===== config.mk =====
export PLATFORM = sky130hd
export DESIGN_NAME = pip_mac
export DESIGN_NICKNAME = d
export VERILOG_FILES = /design/src/rtl/pip_pkg.sv /design/src/rtl/pip_mac.sv
export SDC_FILE = /design/constraint.sdc
export NUM_CORES = 1
export LEC_CHECK = 0
export ABC_CLOCK_PERIOD_IN_PS = 9820
export BUFFER_PORTS_ARGS = -buffer_cell sky130_fd_sc_hd__buf_2
export CORE_MARGIN = 4
export CORE_UTILIZATION = 40
export DETAILED_ROUTE_END_ITERATION = 7
export PLACE_DENSITY = 0.56
export SLEW_MARGIN = 20
export SYNTH_ARGS = -nofsm -noshare
export SYNTH_HDL_FRONTEND = slang
export SYNTH_SLANG_ARGS = --single-unit

===== constraint.sdc =====
create_clock -name clk -period 9.82 [get_ports clk]
set_input_delay 0 -clock clk [delete_from_list [all_inputs] [get_ports clk]]
set_output_delay 0 -clock clk [all_outputs]
set_load 0.02 [all_outputs]

===== src/rtl/pip_pkg.sv =====
// Shared types and constants of the point-in-polygon test block.
package pip_pkg;

  // Configuration port
  localparam int PADDR_W   = 3;
  localparam int PDATA_W   = 32;
  localparam int REG_IDX_W = PADDR_W - 2;
  localparam logic [REG_IDX_W-1:0] REG_SIDE_COUNT = 1'b0;

  // Register and field widths
  localparam int SIDE_COUNT_W = 4;
  localparam logic [SIDE_COUNT_W-1:0] SIDE_COUNT_RST = 4'd8;
  localparam int VIDX_W = 3;

  // Command codes
  localparam logic CMD_LOAD = 1'b0;
  localparam logic CMD_TEST = 1'b1;

  // Multiply sequence: two products, four half-width partials each
  localparam int MAC_STEP_W = 3;
  localparam logic [MAC_STEP_W-1:0] MAC_LAST = 3'd7;

  // Partial product weight, in half-word steps
  localparam logic [1:0] SH_0 = 2'd0;
  localparam logic [1:0] SH_1 = 2'd1;
  localparam logic [1:0] SH_2 = 2'd2;

  typedef struct packed {
    logic       clear;  // zero the accumulator
    logic       issue;  // start a partial product this cycle
    logic       sub;    // subtract the weighted partial instead of adding
    logic [1:0] shift;  // weight code of the partial
  } mac_ctrl_t;

endpackage


===== src/rtl/pip_mac.sv =====
// Shared half-width multiplier with weighted signed accumulator.
module pip_mac #(
  parameter int HALF_W = 16
) (
  input  logic                      clk,
  input  logic                      rst,
  input  pip_pkg::mac_ctrl_t        ctrl,
  input  logic [HALF_W-1:0]         a,
  input  logic [HALF_W-1:0]         b,
  output logic signed [4*HALF_W+1:0] acc
);

  localparam int AW = 4 * HALF_W + 2;

  logic [2*HALF_W-1:0] prod;
  logic                prod_valid;
  logic                prod_sub;
  logic [1:0]          prod_shift;
  logic signed [AW-1:0] term;

  // Multiply stage: register the partial product and its tag
  always_ff @(posedge clk) begin
    if (rst) begin
      prod_valid <= 1'b0;
    end else begin
      prod_valid <= ctrl.issue;
    end
  end

  always_ff @(posedge clk) begin
    prod       <= a * b;
    prod_sub   <= ctrl.sub;
    prod_shift <= ctrl.shift;
  end

  // Weight the partial by its half-word position
  always_comb begin
    case (prod_shift)
      pip_pkg::SH_0: term = $signed(AW'(prod));
      pip_pkg::SH_1: term = $signed(AW'(prod) << HALF_W);
      pip_pkg::SH_2: term = $signed(AW'(prod) << (2 * HALF_W));
      default:       term = '0;
    endcase
  end

  // Accumulate stage
  always_ff @(posedge clk) begin
    if (ctrl.clear) begin
      acc <= '0;
    end else if (prod_valid) begin
      acc <= prod_sub ? acc - term : acc + term;
    end
  end

endmodule


Word level (Yosys, flattened, before mapping)
Cells that the tools add are included.
- memories: 0
- bits in writable memories: 0
- bits in registers: 102
- bits in read-only memories: 0
- bits in latches: 0
- output and inout bits: 66
- input bits: 39
- div/mod/pow operators: 0
- shift operators: 0
- bitwise logic cells: 0
- multiply operators: 1
- reduce and logical (&&, ||, !) cells: 1
- magnitude comparators: 0
- mux-type cells: 2
- add/sub/neg operators: 2
- eq/ne operators: 2
- operators with widths (cell ; count):
    case mux 64 bit (3 select lines) ; 1
    adder 66 bit ; 1
    2-to-1 mux 66 bit ; 1
    subtractor 66 bit ; 1
    multiplier 16 x 16 -> 32 bit ; 1
    equality test 2 x 1 -> 1 bit, second input constant ; 1
    equality test 2 bit, second input constant ; 1
    zero test 2 bit ; 1

Depth between registers and ports, before layout
- word-level depth: 4
- gate-level depth with buffers: 25

Least setup slack after synthesis
Ideal clock, no wire load.
- path kind: input to register
- start: input a[5]
- end: register prod[30]
- cell stages on the path: 20
- slack: 4360 ps
- required time: 9701 ps
- arrival: 5341 ps
- cell sequence: clkbuf_1 -> nand2_1 -> fa_1 -> inv_1 -> fa_1 -> inv_1 -> fa_1 -> inv_1 -> fa_1 -> fa_1 -> inv_1 -> fa_1 -> inv_1 -> ha_1 -> inv_1 -> o41ai_1 -> a211oi_1 -> o311ai_1 -> a31oi_1 -> xnor2_1
- cells in the longest elaborated chain, start to end: 1
- RTL lines (what ; line ; source):
    start: declaration ; pip_mac.sv:8 ; input logic [HALF_W-1:0] a,
    multiplier 16 x 16 -> 32 bit ; pip_mac.sv:31 ; prod <= a * b;
    end signal: assignment ; pip_mac.sv:31 ;
    end: declaration ; pip_mac.sv:15 ; logic [2*HALF_W-1:0] prod;
No other way between the ends.
A chain may end at the register's enable or synchronous reset.

Final worst setup path
- start: register prod_shift[0]
- end: register acc[65]
- cells in the longest elaborated chain, start to end: 4
- RTL lines (what ; line ; source):
    start: declaration ; pip_mac.sv:18 ; logic [1:0] prod_shift;
    start signal: assignment ; pip_mac.sv:33 ; prod_shift <= ctrl.shift;
    equality test 2 bit (tied with other cells) ; pip_mac.sv:38 ; case (prod_shift)
    case mux 64 bit (3 select lines) (*) ; pip_mac.sv:38 ;
    adder 66 bit / subtractor 66 bit (equally long branches) ; pip_mac.sv:51 ; acc <= prod_sub ? acc - term : acc + term;
    2-to-1 mux 66 bit (*) ; pip_mac.sv:51 ;
    end signal: assignment ; pip_mac.sv:51 ;
    end: declaration ; pip_mac.sv:10 ; output logic signed [4*HALF_W+1:0] acc
Mark *: on every way between the ends. The rest lies on a longest branch, timed or not.

==> impl_metrics.toml <==
[yosys]
synth_edf_count = 0
ys.flop_type = "dfxtp_1"
yosys-top-cells-area = "fa_1 (22%), ha_1 (12%), dfxtp_1 (11%)"
postSynthCellCount = 2260
synth_warnings = 0
synth_top_area_share_pct = 21.6
synth_cell_types = 92
synth_seq_cells = 102
synth_nets = 2664
yosys.area.top_type = "fa_1"
seq_area_frac_synth_pct = 11.3
syn_avg_cell_area_um2 = 8.01
syn_area_um2 = 18100
async_flop_share_pct = 0

[clock_tree]
cts_tree = "built"
ctsLongestPathBuffers = 2
cts_setup_buffers = 0
path_clk_slew_ps = 70
htreeDepth = 3
clkLatencyLatePin_ps = 380
cts_sinks = 102
cts_buffers = 9
cts_root_buf = "clkbuf_16"

[timing]
min_period_ps = 6110
drv_slew = 0
clock_skew_ps = 10.2
hold_viol_final = 0
fmax_ghz = 0.164
setup_ws_ps = 3710
worst_slew_pin_slew_ps = 888
max-slew-margin-rel_pct = 40.8
post-route-period-util_pct = 62.2
setup_violations = 0
rsz0062_at_grt = "no"
fin_tns_setup_ps = 0

[hold_path]
hold_path_end = "prod[0]"
hp-class = "in -> reg"
min_from = "b[0]"
hold_depth = 2

[placed_design]
dp_hpwl_um = 42500
place_area_um2 = 18800
post-place-ws_ps = 3730
numPortBuffers = 104
gp_congestion = 0.952

[die]
die_height_um = 221
die_x_um = 221
dieArea_um2 = 48700
io_pins = 105
placementRows = 77
start_util_pct = 40.6
coreArea_um2 = 44500

[routing]
viasPerCell = 5.47
wirelength_um = 52300
ant_nets = 0
drtPass1Iterations = 7
first_iter_violations = 970
vias = 15658
routedWlPerCell_um = 18.3
drc = 0

[worst_setup_path]
reg2reg_slack_ps = 3710
path_class = "reg -> reg"
crit_family = "simple AND/OR/NAND/NOR gates"
worstPathArrival_ps = 6390
cp_num_buf_inv = 0
r2r_start = "prod_shift[0]"
max_stage_delay_ps = 910
r2r-end = "acc[65]"
critical_path.cell_chain = "nand2b_1 -> o22ai_1 -> nor3_1 -> nand4_2 -> nor3_4 -> nand3b_2 -> o311ai_1 -> o41ai_1 -> nor2_1 -> nand2_1 -> ha_1 -> nand2_1 -> nor2_1 -> a221oi_1 -> nor3_1 -> a211o_1 -> a211o_1 -> xnor2_1 -> a21oi_1 -> a31o_1"
worstPathMaxFanout = 40
worstSetupEndpointType = "flip-flop"
worstPathRequired_ps = 10100
r2r_cells = 20
slowest_stage = "dfxtp_2"
crit_path_start_kind = "flip-flop"

[final_layout]
fin_nets = 2668
num_antenna_cells = 0
drive_above_1_share_pct = 7.62
final_area_um2 = 19100
area_growth_pct = 5.54
fillers = 4630

[power]
power.leakage_nw = 9.08
p_per_area_nw_per_um2 = 346
power.switching_mw = 3.61
seqPwrFrac_pct = 13.7
p_sw_share_pct = 54.6
internal-power_mw = 3.00
max-vdd-ir-drop_uv = 223
power_frac_comb_pct = 81.1
clkPwrFrac_pct = 5.2

[global_route]
grt_pass1_wl_um = 85100
grt_pass1_vias = 15753
overflow = 0
track_usage_pct = 21.9
grt_max_degree = 84
grt_antenna_before_repair = 1

[run]
maxCapViolCount = 0

[outcome]
outcome = "completed"
==> Yosys cell counts (34+ instances only) <==
cell type	count
a21o_1	40
a21oi_1	150
and2_1	134
clkbuf_1	81
dfxtp_1	102
fa_1	195
ha_1	170
inv_1	260
mux2i_1	54
nand2_1	260
nor2_1	185
nor3_1	34
o21ai_0	87
xnor2_1	75
xor2_1	53
==> registers in the layout (all words and copies together) (netlist names) <==
register,cells
acc,66
prod,32
prod_shift,2
prod_sub,1
prod_valid,1
==> worst max path at each step <==
stage                        startpoint  endpoint  slack [ps]  cells past startpoint
after floorplan                    a[5]  prod[30]        4360                     20
after global placement            a[10]  prod[30]        3820                     21
after detailed placement          a[10]  prod[28]        3730                     21
after CTS                 prod_shift[0]   acc[62]        3830                     18
after global routing      prod_shift[0]   acc[65]        3270                     20
final                     prod_shift[0]   acc[65]        3710                     20
==> metrics by stage <==
stage,hold WS [ps],instances,total power [mW],util (%)
after floorplan,27.7,2260,4.99,-
after global placement,104,2840,6.20,42.2
after detailed placement,107,2840,6.25,42.2
after CTS,28.9,2861,6.63,42.9
after global routing,78.4,2861,7.39,42.9
final,65.7,2861,6.62,42.9
==> layout by cell type, fill, tap and decap left out, types with 8 or more instances in the layout <==
cell type	instances
nand4_1	26
a31o_2	10
o21ai_0	87
xnor2_1	75
a22oi_1	12
inv_1	260
o21bai_1	25
a21o_1	40
clkbuf_16	9
nor2_1	184
nand3_1	31
nor3_1	34
dfxtp_1	99
and3_1	8
xor2_1	53
nand2_1	260
nor4_1	10
a211oi_1	10
nor2b_1	15
or3_1	8
mux2i_1	54
a31oi_1	26
o211ai_1	9
o22ai_1	12
ha_1	170
o21a_1	13
fa_1	195
nand2b_1	11
a21oi_1	150
buf_2	104
and2_1	134
==> what timing repair did <==
item | CTS | global route
endpoints found under the hold margin | 4 | 0
resized for setup | 0 | 0
hold buffers | 5 | 0
setup endpoints to repair | 0 | 0
==> per-layer routing <==
| layer | global-route usage (%) | wire (um) | share of wire, % | vias up |
|---|---|---|---|---|
| met5 | 0 | 13 | 0.025 | - |
| met4 | 7.93 | 1560 | 3.0 | 2 |
| met3 | 2.66 | 2800 | 5.4 | 91 |
| met2 | 35.5 | 23800 | 46 | 512 |
| met1 | 30.2 | 24100 | 46 | 7465 |
| li1 | - | - | - | 7588 |
==> cell type report <==
| class | count | area (um^2) | share of cell area [%] |
|---|---|---|---|
| multi-input combinational | 1775 | 14400 | 75.6 |
| sequential | 102 | 2050 | 10.7 |
| inverter | 260 | 976 | 5.11 |
| tap | 592 | 741 | 3.88 |
| timing repair buffer | 116 | 623 | 3.26 |
| clock buffer | 13 | 250 | 1.31 |
| clock inverter | 3 | 20.0 | 0.105 |
==> power groups by stage <==
stage          clock (mW)  sequential (mW)  combinational, mW
6_report            0.341            0.907               5.37
5_1_grt             0.367            0.914               6.10
4_1_cts             0.358            0.897               5.38
3_5_place_dp            0            0.907               5.34
3_3_place_gp            0            0.904               5.29
2_1_floorplan           0            0.780               4.21
==> cell families (layout without fill, tap and decap cells) <==
group / count (synthesis) / count (layout) / synth area share (%)
buffers and inverters: 383 / 392 / 8.94
adder cells (fa/ha/maj): 365 / 365 / 33.3
flip-flops: 102 / 102 / 11.3
multiplexers: 57 / 57 / 3.17
XOR/XNOR: 128 / 128 / 6.20
AO/OA/AOI/OAI: 474 / 474 / 17.0
AND/OR/NAND/NOR: 751 / 751 / 20.1
Note: power is estimated with default switching activity, not from simulation.
